`src/hdl/sqga_pkg.sv`:
```
// Shared types, constants and arithmetic helpers of the single-qubit gate unit.
package sqga_pkg;
   localparam int MAX_QUBITS  = 10;
   localparam int MAX_COLUMNS = 16;
   localparam int FRAC_BITS   = 16;
   localparam int AMP_W   = 18;
   localparam int ROW_W   = MAX_QUBITS;
   localparam int COL_W   = (MAX_COLUMNS > 1) ? $clog2(MAX_COLUMNS) : 1;
   localparam int ADDR_W  = ROW_W + COL_W;
   localparam int QB_W    = 4;
   localparam int CIU_W   = 5;
   localparam int PROD_W  = 2 * AMP_W;
   localparam int SUM_W   = PROD_W + 2;
   localparam int NUM_REGS = 8;
   localparam int CSR_IDX_W = 3;

   localparam logic [1:0] CMD_WRITE = 2'd0;
   localparam logic [1:0] CMD_APPLY = 2'd1;
   localparam logic [1:0] CMD_READ  = 2'd2;

   localparam logic [1:0] ST_OK     = 2'd0;
   localparam logic [1:0] ST_RANGE  = 2'd1;
   localparam logic [1:0] ST_SAT    = 2'd2;

   localparam logic [CSR_IDX_W-1:0] REG_M00_RE = 3'd0;
   localparam logic [CSR_IDX_W-1:0] REG_M00_IM = 3'd1;
   localparam logic [CSR_IDX_W-1:0] REG_M01_RE = 3'd2;
   localparam logic [CSR_IDX_W-1:0] REG_M01_IM = 3'd3;
   localparam logic [CSR_IDX_W-1:0] REG_M10_RE = 3'd4;
   localparam logic [CSR_IDX_W-1:0] REG_M10_IM = 3'd5;
   localparam logic [CSR_IDX_W-1:0] REG_M11_RE = 3'd6;
   localparam logic [CSR_IDX_W-1:0] REG_M11_IM = 3'd7;

   typedef enum logic [2:0] {
      S_IDLE, S_RD_A, S_RD_B, S_MUL, S_SUM, S_WB, S_DONE
   } state_type;

   // Controller to datapath.
   typedef struct packed {
      logic             rd_a;
      logic             rd_b;
      logic             mul;
      logic             sum;
      logic             wr_pair;
      logic             clr_sat;
      logic [ROW_W-1:0] row0;
      logic [ROW_W-1:0] row1;
      logic [COL_W-1:0] col;
   } dp_cmd_type;

   // Datapath to controller.
   typedef struct packed {
      logic sat;
   } dp_stat_type;

   function automatic logic signed [AMP_W-1:0] round_sat(
      input logic signed [SUM_W-1:0] v, output logic sat);
      logic signed [SUM_W-1:0] r;
      r = (v + (SUM_W'(1) <<< (FRAC_BITS - 1))) >>> FRAC_BITS;
      sat = 1'b0;
      if (r > SUM_W'(signed'(131071))) begin
         sat = 1'b1;
         return AMP_W'(131071);
      end else if (r < -SUM_W'(signed'(131072))) begin
         sat = 1'b1;
         return AMP_W'(-131072);
      end
      return r[AMP_W-1:0];
   endfunction
endpackage

```
`src/hdl/sqga_ctrl.sv`:
```
// Command sequencer: decodes items and walks row pairs and columns for an apply.
module sqga_ctrl (
   input  logic                      clock,
   input  logic                      reset,
   input  logic                      start,
   output logic                      busy,
   input  logic [1:0]                req_command,
   input  logic [sqga_pkg::QB_W-1:0] req_target_qubit,
   input  logic [sqga_pkg::QB_W-1:0] req_qubits_in_use,
   input  logic [sqga_pkg::CIU_W-1:0] req_columns_in_use,
   input  logic                      req_skip_identity,
   output sqga_pkg::dp_cmd_type      dp_cmd,
   input  sqga_pkg::dp_stat_type     dp_stat,
   output logic                      apply_done,
   output logic [1:0]                apply_status
);
   import sqga_pkg::*;

   state_type state_ff, state_in;
   logic [ROW_W-1:0] pair_ff, pair_in;      // pair counter, lower half bits
   logic [ROW_W-1:0] mask_ff, mask_in;      // one-hot target bit
   logic [ROW_W-1:0] last_ff, last_in;      // last pair index
   logic [COL_W:0]   col_ff, col_in;
   logic [COL_W:0]   ncol_ff, ncol_in;
   logic [ROW_W-1:0] low, r0;
   logic [QB_W-1:0]  qb;
   logic [CIU_W-1:0] nc;
   logic             pair_last, col_last;

   always_ff @(posedge clock) begin
      if (reset) state_ff <= S_IDLE;
      else       state_ff <= state_in;
      pair_ff <= pair_in;
      mask_ff <= mask_in;
      last_ff <= last_in;
      col_ff  <= col_in;
      ncol_ff <= ncol_in;
   end

   assign low = pair_ff & (mask_ff - ROW_W'(1));
   assign r0  = ((pair_ff & ~(mask_ff - ROW_W'(1))) << 1) | low;
   assign pair_last = (pair_ff == last_ff);
   assign col_last  = (col_ff + (COL_W+1)'(1) == ncol_ff);

   always_comb begin
      state_in = state_ff;
      pair_in = pair_ff; mask_in = mask_ff; last_in = last_ff;
      col_in = col_ff; ncol_in = ncol_ff;
      busy = (state_ff != S_IDLE);
      apply_done = 1'b0;
      apply_status = ST_OK;
      dp_cmd = '0;
      dp_cmd.row0 = r0;
      dp_cmd.row1 = r0 | mask_ff;
      dp_cmd.col  = col_ff[COL_W-1:0];
      qb = (req_qubits_in_use > QB_W'(MAX_QUBITS)) ? QB_W'(MAX_QUBITS) : req_qubits_in_use;
      nc = (req_columns_in_use > CIU_W'(MAX_COLUMNS)) ? CIU_W'(MAX_COLUMNS)
                                                     : req_columns_in_use;
      case (state_ff)
         S_IDLE: begin
            if (start && req_command == CMD_APPLY && !req_skip_identity
                && req_target_qubit < qb && nc != '0) begin
               mask_in = ROW_W'(1) << req_target_qubit;
               last_in = ROW_W'((({1'b0, {ROW_W{1'b1}}} >> (ROW_W - int'(qb)))) >> 1);
               pair_in = '0;
               col_in  = '0;
               ncol_in = (COL_W+1)'(nc);
               dp_cmd.clr_sat = 1'b1;
               state_in = S_RD_A;
            end
         end
         S_RD_A: begin dp_cmd.rd_a = 1'b1; state_in = S_RD_B; end
         S_RD_B: begin dp_cmd.rd_b = 1'b1; state_in = S_MUL; end
         S_MUL:  begin dp_cmd.mul = 1'b1; state_in = S_SUM; end
         S_SUM:  begin dp_cmd.sum = 1'b1; state_in = S_WB; end
         S_WB: begin
            dp_cmd.wr_pair = 1'b1;
            if (col_last) begin
               col_in = '0;
               if (pair_last) state_in = S_DONE;
               else begin
                  pair_in = pair_ff + ROW_W'(1);
                  state_in = S_RD_A;
               end
            end else begin
               col_in = col_ff + (COL_W+1)'(1);
               state_in = S_RD_A;
            end
         end
         S_DONE: begin
            apply_done = 1'b1;
            apply_status = dp_stat.sat ? ST_SAT : ST_OK;
            state_in = S_IDLE;
         end
         default: state_in = S_IDLE;
      endcase
   end
endmodule

```
`config.mk`:
```
export PLATFORM = sky130hd
export DESIGN_NAME = sqga_ctrl
export DESIGN_NICKNAME = d
export VERILOG_FILES = /design/src/hdl/sqga_pkg.sv /design/src/hdl/sqga_ctrl.sv
export SDC_FILE = /design/constraint.sdc
export NUM_CORES = 1
export LEC_CHECK = 0
export BUFFER_PORTS_ARGS = -buffer_cell sky130_fd_sc_hd__buf_4
export CORE_MARGIN = 3
export CORE_UTILIZATION = 50
export CTS_CLUSTER_SIZE = 20
export DETAILED_ROUTE_END_ITERATION = 8
export PLACE_DENSITY = 0.71
export SLEW_MARGIN = 5
export SYNTH_ARGS = -nofsm -noshare
export SYNTH_HDL_FRONTEND = slang
export SYNTH_SLANG_ARGS = --single-unit
export TNS_END_PERCENT = 20
```
`constraint.sdc`:
```
create_clock -name clock -period 6.4 [get_ports clock]
set_input_delay 1.28 -clock clock [delete_from_list [all_inputs] [get_ports clock]]
set_output_delay 1.28 -clock clock [all_outputs]
set_load 0.02 [all_outputs]
```
==> metrics.md <==
| Metric | Value |
|---|---|
| Crit path top cell by count | `buf_4` |
| Starting density of the core | `53.18%` |
| # hold bufs at CTS | `0` |
| Layout area overhead | `19.96%` |
| Async SR Flop Fraction | `0%` |
| CP Max Fanout | `27` |
| CP max-delay cell | `buf_4` |
| Final setup fails | `0` |
| Residual DRC | `0` |
| Max Cap Viol | `0` |
| DIE WIDTH | `78.04 um` |
| Layout cells sized above 1 | `22.36%` |
| Sequential fraction of the synthesis area | `47.44%` |
| # Post-CTS Setup Buffers | `0` |
| CTS clock-pin slew for the worst setup and hold paths | `0.08 ns` |
| DRT iter0 DRCs | `85` |
| Core area | `0.004880 sq mm` |
| Post-synth EDFFs | `39` |
| Avg Inst Size Synth | `9.867 sq um` |
| IO buf count | `52` |
| Final hold viol count | `0` |
| Critical path type | `in -> out` |
| Final Total Pwr | `559.4 uW` |
| Global-route wire length before repair | `8383 um` |
| DP HPWL | `4031 um` |
| Critical path's largest stage delay | `0.36 ns` |
| Status | `completed` |
| Fin crit share | `67.53%` |
| FF-to-FF path depth | `6` |
| Worst EP required | `5.12 ns` |
| Gr ovfl total | `0` |
| CP top delay family | `buffers and inverters` |
| Antenna violations before repair | `0` |
| Layout Skew | `0.006728 ns` |
| Clock Latency Late Sink | `0.29 ns` |
| Max IR drop VDD | `0.08876 mV` |
| Syn Inst Count | `263` |
| M1 GR Usage | `23.10%` |
| Ant diodes | `0` |
| Worst min path class | `reg -> reg` |
| GRT Total Usage | `17.37%` |
| Power per cell area | `179.7 mW/mm^2` |
| DIE AREA | `0.006090 sq mm` |
| Pleak | `1.246 nW` |
| Worst Setup Start Kind | `input port` |
| Final nets | `339` |
| Largest net degree at the start of global routing | `28` |
| Post-synth net total | `290` |
| Routed Antenna Nets | `0` |
| Worst hold margin | `0.5353 ns` |
| Hold Crit Depth | `1` |
| Met3 Resource Use GR | `2.523%` |
| DR vias | `1974` |
| Bufs and invs on worst path | `4` |
| Fill cell count | `436` |
| H-tree depth | `2` |
| Netlist Area Pre-Place | `0.002595 sq mm` |
| GRT busiest layer | `met2` |
| Vias in the first global route | `1793` |
| Bufs on Longest Clock Path | `2` |
| Distinct cells, synth | `44` |
| Top FF cell, synth | `edfxtp_1` |
| Most common cell in the synthesized netlist | `edfxtp_1` |
| Yosys top cell area share | `45.13%` |
| RSZ-0062 raised after global routing | `false` |
| Setup TNS Final | `0 ns` |
| Arr. time, crit path | `3.04 ns` |
| CTS buffer count | `5` |
| Num ports | `54` |
| Crit. End Element | `primary output` |
| CTS tree | `done` |
| Routability-driven placement congestion ratio | `0.8380` |
| Crit path depth | `9` |
| Commonest cells post-synth | `edfxtp_1, nor2_1, inv_1, xnor2_1, nand2_1` |
| Critical path, cell by cell | `buf_4, nor2b_1, inv_1, ha_1, o211ai_1, a31oi_1, nor4_4, buf_4, buf_4` |
| Drt first pass iters | `4` |
| Achievable frequency | `0.2314 GHz` |
| CTS resizes | `0` |
| Vias per cell | `5.195` |
| #FFs+latches synth | `42` |
| Minimum clock period | `4.322 ns` |
| Met2 Use GR | `28.94%` |
| Top cells by area, synth | `edfxtp_1, xnor2_1, xor2_1` |
| Final Max Slew Viols | `0` |
| Synth Warn # | `0` |
| Row count | `25` |
| Routed wire length | `5084 um` |
| Clock Sinks | `42` |
| Cell accounting for the most synthesized area | `edfxtp_1` |
| Die H | `78.04 um` |
| Avg WL per Cell | `13.38 um` |
| CTS Root Buffer Type | `clkbuf_8` |
[kinds of logic after synthesis]
logic type               Yosys count  synth area share (%)
flip-flops                        42                 47.44
AO/OA/AOI/OAI                     37                 8.632
buffers and inverters             30                 5.063
adder cells (fa/ha/maj)            7                 3.375
AND/OR/NAND/NOR                  112                 23.05
other                              1                0.1445
XOR/XNOR                          34                 12.30
[worst paths after layout]
path / startpoint / to / slack, ns
worst max-delay path: req_qubits_in_use[3] / dp_cmd[24] / 2.08
worst min-delay path: state_ff[0] / state_ff[0] / 0.54
worst max register to register: col_ff[0] / pair_ff[9] / 3.96
worst min register to register: state_ff[0] / state_ff[0] / 0.54
[cells in the final DEF (no fill, tap or decap), types with 3 or more instances in the layout]
cell type / synthesis / routed
nor4_1: 4 / 3
clkbuf_8: 0 / 5
xnor2_1: 19 / 19
a21oi_1: 10 / 10
o21ai_0: 14 / 14
nor2_1: 29 / 29
nor3_1: 8 / 8
xor2_1: 13 / 13
nand2_1: 18 / 18
or2_2: 7 / 7
dfxtp_1: 3 / 3
edfxtp_1: 39 / 39
ha_1: 7 / 7
inv_1: 19 / 19
and3_1: 5 / 5
nand4_1: 3 / 3
nand3_1: 3 / 3
buf_4: 5 / 53
nand2b_1: 6 / 6
nor2b_1: 11 / 11
or3_1: 5 / 5
[final cells by class]
cell class              instances  area [sq um]  share of cell area, %
multi-input cells             191          1247                  40.07
flip-flops and latches         42          1231                  39.55
repair buffers                 53         397.9                  12.78
well taps                      67         83.83                  2.693
clock buffers                   6         72.57                  2.331
inverters                      19         71.32                  2.291
clock inverters                 2         8.758                 0.2814
[registers in the layout, summed over array words and instances (netlist names)]
signal,count
col_ff,5
last_ff,9
mask_ff,10
ncol_ff,5
pair_ff,10
state_ff,3
[power by group]
part           total (mW)  internal [mW]  leakage [nW]  switching (mW)
sequential          0.314          0.306         0.391         0.00778
combinational      0.0831         0.0374         0.812          0.0457
clock               0.162         0.0750        0.0426          0.0872
total               0.559          0.419          1.25           0.141
[metal layers]
layer / up-vias / share of wire, % / routed length [um]
met3: 9 / 3.2 / 162
li1: 1011 / - / -
met4: 0 / 1.8 / 89
met2: 34 / 49 / 2466
met5: - / 0 / 0
met1: 920 / 47 / 2366
[through the flow]
stage / cell area (sq um) / util, % / setup slack [ns] / instances
after global routing: 3113 / 63.79 / 1.884 / 380
after global placement: 3032 / 62.13 / 2.138 / 372
after floorplan: 2601 / - / 1.073 / 263
final: 3113 / 63.79 / 2.078 / 380
after detailed placement: 3032 / 62.13 / 2.062 / 372
after CTS: 3113 / 63.79 / 2.062 / 380
Power figures use the tool's default switching activity.
